File: src/design/lap5_pkg.sv
package lap5_pkg;

    // Default depth of each row store.
    localparam int DEF_MAX_WIDTH = 1024;

    // Datapath widths.
    localparam int DATA_W     = 32;
    localparam int NUM_W      = 34;
    localparam int DEN_W      = 21;
    localparam int QUO_W      = 35;
    localparam int ROW_W      = 16;
    localparam int OUT_COL_W  = 10;
    localparam int STEP_W     = 11;
    localparam int CFG_IDX_W  = 3;
    localparam int CFG_DATA_W = 16;

    // Register indexes of the configuration port.
    localparam logic [CFG_IDX_W-1:0] CFG_IMAGE_WIDTH  = 3'd0;
    localparam logic [CFG_IDX_W-1:0] CFG_IMAGE_HEIGHT = 3'd1;
    localparam logic [CFG_IDX_W-1:0] CFG_GRID_STEP_X  = 3'd2;
    localparam logic [CFG_IDX_W-1:0] CFG_GRID_STEP_Z  = 3'd3;

    // Reset values of the registers.
    localparam logic [10:0] RST_IMAGE_WIDTH  = 11'd1024;
    localparam logic [15:0] RST_IMAGE_HEIGHT = 16'd1024;
    localparam logic [10:0] RST_GRID_STEP    = 11'd1;
    localparam logic [10:0] STEP_MAX         = 11'd1024;

    // Sequencer states.
    typedef enum logic [3:0] {
        ST_IDLE,
        ST_RD0,
        ST_RD1,
        ST_RD2,
        ST_WR0,
        ST_WR1,
        ST_DIVX,
        ST_DIVZ,
        ST_EMIT
    } state_t;

    // Divider status seen by the sequencer.
    typedef struct packed {
        logic busy;
        logic done;
    } div_stat_t;

endpackage

File: src/design/lap5_div.sv
module lap5_div (
    input  logic                                   clk,
    input  logic                                   rst_n,
    input  logic                                   start,
    input  logic signed [lap5_pkg::NUM_W-1:0]      num,
    input  logic [lap5_pkg::DEN_W-1:0]             den,
    output lap5_pkg::div_stat_t                    stat,
    output logic signed [lap5_pkg::QUO_W-1:0]      quo
);

    localparam int NW = lap5_pkg::NUM_W;
    localparam int DW = lap5_pkg::DEN_W;
    localparam int QW = lap5_pkg::QUO_W;
    localparam logic [5:0] LAST_STEP = 6'(NW - 1);

    logic          busy_reg, busy_next;
    logic          done_reg, done_next;
    logic [5:0]    cnt_reg, cnt_next;
    logic [NW-1:0] mag_reg;
    logic [DW-1:0] rem_reg;
    logic [DW-1:0] den_reg;
    logic          neg_reg;
    logic signed [QW-1:0] quo_reg;

    logic [DW:0]   trial;
    logic          qbit;
    logic [DW:0]   diff;
    logic [NW-1:0] mag_step;
    logic [NW-1:0] num_abs;

    // One quotient bit per cycle: shift in the next numerator bit and try a subtract.
    always_comb
    begin
        trial    = {rem_reg, mag_reg[NW-1]};
        diff     = trial - {1'b0, den_reg};
        qbit     = (trial >= {1'b0, den_reg});
        mag_step = {mag_reg[NW-2:0], qbit};
        num_abs  = num[NW-1] ? NW'(-num) : NW'(num);
    end

    // Control of the iteration.
    always_comb
    begin
        busy_next = busy_reg;
        done_next = 1'b0;
        cnt_next  = cnt_reg;
        if (busy_reg)
        begin
            cnt_next = cnt_reg + 6'd1;
            if (cnt_reg == LAST_STEP)
            begin
                busy_next = 1'b0;
                done_next = 1'b1;
            end
        end
        else if (start)
        begin
            busy_next = 1'b1;
            cnt_next  = 6'd0;
        end
    end

    always_ff @(posedge clk or negedge rst_n)
    begin
        if (!rst_n)
        begin
            busy_reg <= 1'b0;
            done_reg <= 1'b0;
            cnt_reg  <= 6'd0;
        end
        else
        begin
            busy_reg <= busy_next;
            done_reg <= done_next;
            cnt_reg  <= cnt_next;
        end
    end

    // Shift registers of the bit-serial datapath.
    always_ff @(posedge clk)
    begin
        if (!busy_reg && start)
        begin
            mag_reg <= num_abs;
            rem_reg <= '0;
            den_reg <= den;
            neg_reg <= num[NW-1];
        end
        else if (busy_reg)
        begin
            mag_reg <= mag_step;
            rem_reg <= qbit ? diff[DW-1:0] : trial[DW-1:0];
            if (cnt_reg == LAST_STEP)
            begin
                quo_reg <= neg_reg ? -$signed({1'b0, mag_step}) : $signed({1'b0, mag_step});
            end
        end
    end

    assign stat.busy = busy_reg;
    assign stat.done = done_reg;
    assign quo       = quo_reg;

endmodule

File: config.mk
export PLATFORM = sky130hd
export DESIGN_NAME = lap5_div
export DESIGN_NICKNAME = d
export VERILOG_FILES = /design/src/design/lap5_pkg.sv /design/src/design/lap5_div.sv
export SDC_FILE = /design/constraint.sdc
export NUM_CORES = 1
export LEC_CHECK = 0
export ABC_AREA = 1
export BUFFER_PORTS_ARGS = -buffer_cell sky130_fd_sc_hd__buf_2
export CORE_UTILIZATION = 30
export CTS_BUF_LIST = sky130_fd_sc_hd__clkbuf_16
export DETAILED_ROUTE_END_ITERATION = 8
export SYNTH_ARGS = -nofsm -noshare
export SYNTH_HDL_FRONTEND = slang
export SYNTH_SLANG_ARGS = --single-unit
File: constraint.sdc
create_clock -name clk -period 4.45 [get_ports clk]
set_clock_uncertainty 0.05 [all_clocks]
set_input_delay 1.1125 -clock clk [delete_from_list [all_inputs] [get_ports clk]]
set_output_delay 1.1125 -clock clk [all_outputs]
set_load 0.005 [all_outputs]
==> flow_summary.toml <==
[grt]
grt_pass1_vias = 6375
antenna_found_initial = 0
grt_max_degree = 53
grt-ovfl-total = 0
grt_util_all_layers_pct = 15.9
grt_pass1_wl_um = 32600

[timing]
fin_setup_tns_ns = 0
hold_violations = 0
clock.fmax_mhz = 308
rsz0062_at_grt = "no"
fin_crit_sh_pct = 73.0
max_slew_margin_pct = 32.4
drv_slew = 0
post-route-min-period_ns = 3.25
tightest_slew_ns = 1.01
setup_viol = 0

[synthesis]
synthSimpleGateAreaFrac_pct = 26.6
synth_area_per_cell_um2 = 7.88
synth_warnings = 0
synth-async-reset-ratio_pct = 6.67
synth-seq-cells = 120
synth-edff-count = 91
yosysSeqAreaShare_pct = 44.5
synth_compound_area_share_pct = 10.1
ys.flop_type = "edfxtp_1"
synth_mux_area_share_pct = 0
synth_top_family_by_area = "simple AND/OR/NAND/NOR gates"
synth_area_um2 = 7530
synth_xor_area_share_pct = 6.28
syn_nets = 1040
synthCells = 956
synthAdderAreaFrac_pct = 4.42
synthDistinctLibCells = 41

[route]
drt_iter0_markers = 603
vias = 6504
drcViolationCount = 0
drt_first_pass_iters = 5
viasPerCell = 4.69
ant_nets = 0
totalWireLength_um = 19700
detail_route.wl_per_cell_um = 14.2

[floorplanning]
row_count = 57
fp.dieW_um = 160
io_pins = 95
start_util_pct = 30.8
die_area_um2 = 25700
dieHeight_um = 160
core-area_um2 = 24500

[clock_tree]
clk_pin_slew_ns = 0.05
clockBufferDepth = 2
post_cts_buffers = 0
cts_tree = "yes"
clock_latency_ns = 0.42
cts_hold_buf = 0
cts_buffers = 17
cts_sinks = 120
cts_root_buf = "clkbuf_16"
post_cts_resized = 0
htreeDepth = 4

[power]
pwr-share-comb_pct = 38.1
total_power_uw = 5580
netSwitchingFraction_pct = 37.7
intPower_uw = 3480
leakage_uw = 0.00405
power.density_nw_per_um2 = 621
pwr-share-clk_pct = 26.7
p_seq_share_pct = 35.2
ir_drop_mv = 0.278
switchingPower_uw = 2110

[placed_design]
place_congestion = 0.929
post-dp-hpwl_um = 15000
placement.cell_area_um2 = 8340
portBuffers = 94
dpl.cell_count = 1354

[setup_path]
cpLargestDelayFamily = "simple AND/OR/NAND/NOR gates"
start_kind = "flop"
crit_path_max_incr_delay_ns = 0.38
worst-path-buf-inv = 3
critical_path_class = "flop to flop"
cp.required_ns = 4.56
path_cells = "inv_1 -> ha_1 -> fa_1 -> inv_1 -> nand3_1 -> nand3_1 -> nand2_1 -> nand2_2 -> nand2_2 -> nand2_4 -> inv_2 -> ha_1 -> nand3_2 -> nor2_2 -> nand2_1 -> nor2_1 -> nand2_1 -> nor2_1 -> nand2_1 -> o21ai_1 -> xor2_1"
worst_path_max_delay_cell = "edfxtp_1"
worstPathArrival_ns = 3.36
critPathMaxFanout = 6
cp_common_cell = "nand2_1"
end_kind = "flop"

[final_layout]
final_nets = 1133
layout-drive-gt1-share_pct = 14.0
fin_area_um2 = 8990
fin_cells = 1386
diodes = 0
area_growth_pct = 19.3
largest_reg_flops = 35
utilization_pct = 36.8

[job]
drv_cap = 0

[status]
status = "complete, no violations"

[min_path]
hold_class = "flop to flop"
through the flow:
step / hold slack, ns / setup slack (ns)
after floorplan: 0.394 / 1.61
after global placement: 0.408 / 1.30
after detailed placement: 0.410 / 1.20
after CTS: 0.417 / 1.19
after global routing: 0.440 / 0.856
final: 0.417 / 1.20
cells in the mapped netlist (4+ instances only):
master    number  share of area (%)
a31oi_1        6               0.50
nor2_1        86                4.3
nand2_2        5               0.42
o21ai_1       17                1.1
nand3_1       77                5.1
xnor2_1       19                2.2
dfrtp_1        8                2.7
nor4_1         7               0.58
o21ai_0       62                4.1
a21oi_1       37                2.5
nor3_1        15                1.0
nand4_1       24                2.0
inv_1        122                6.1
nand2_1      232                 12
xor2_1        35                4.1
ha_1          25                4.2
or2_2          6               0.50
edfxtp_1      91                 36
clkbuf_1      18               0.90
o21bai_1       7               0.70
dfxtp_1       21                5.6
nand3b_1       4               0.40
power by group through the flow:
stage	registers [uW]	clock network, uW	logic [uW]
finish	1970	1490	2130
global route	2020	1560	2460
CTS	1960	1520	2120
detailed placement	1980	0	2110
global placement	1970	0	2070
floorplan	1880	0	1650
cell type report:
type / count / area (um2)
Clock buffer: 20 / 500
Clock inverter: 12 / 153
Fill cell: 2514 / 15500
Inverter: 124 / 465
Multi-Input combinational cell: 685 / 3590
Sequential cell: 120 / 3350
Tap cell: 324 / 405
Timing Repair Buffer: 101 / 523
worst reg2reg max path, delay by kind of cell, from the launching register on:
| family | cells | cell delay (ns) |
|---|---|---|
| fa+ha+maj | 3 | 0.61 |
| flops | 1 | 0.38 |
| compound gates | 1 | 0.15 |
| simple gates | 13 | 1.47 |
| buf+inv | 3 | 0.26 |
| xor+xnor | 1 | 0.09 |
per-layer routing:
metal / part of all wire (%) / up-vias / wire (um) / track usage, %
met5: 0 / - / 0 / 0
met2: 41 / 180 / 8060 / 23.2
met1: 52 / 2941 / 10100 / 23.2
li1: - / 3365 / - / -
met3: 6.3 / 18 / 1230 / 3.64
met4: 1.1 / 0 / 226 / 4.68
cells by family (layout without fill, tap and decap cells):
logic type	count (synthesis)	in the layout
and+or+nand+nor	464	464
DFF	120	120
adders and majority gates	26	26
xor gates and xnor gates	54	54
AOI/OAI and AO/OA	141	141
buffers and inverters	151	257
layout by cell type (no fill, tap or decap), drive strengths merged:
cell type    n
o22ai        2
nand2      238
fa           1
o31ai        2
ha          25
edfxtp      91
inv        130
a21boi       1
and2         2
xnor2       19
nand3       78
nand4       24
o21ai       80
clkinv       2
nor4         7
a21o         1
and3         1
a31oi        6
clkbuf      20
a21oi       38
o21bai       8
nand3b       4
o211ai       3
xor2        35
or2          7
nor3        15
dfrtp        8
nor2        88
buf        101
bufinv       4
dfxtp       21
worst paths after layout:
kind                              from     endpoint  slack (ns)  cells after the start
setup reg to reg           mag_reg[33]      quo[30]        1.20                     21
max in group asynchronous        rst_n     busy_reg        3.69                      1
setup / recovery           mag_reg[33]      quo[30]        1.20                     21
min in group asynchronous        rst_n   cnt_reg[4]        0.48                      1
hold / removal             rem_reg[18]  rem_reg[18]        0.42                      2
hold reg to reg            rem_reg[18]  rem_reg[18]        0.42                      2
(Power assumes the default switching activity.)
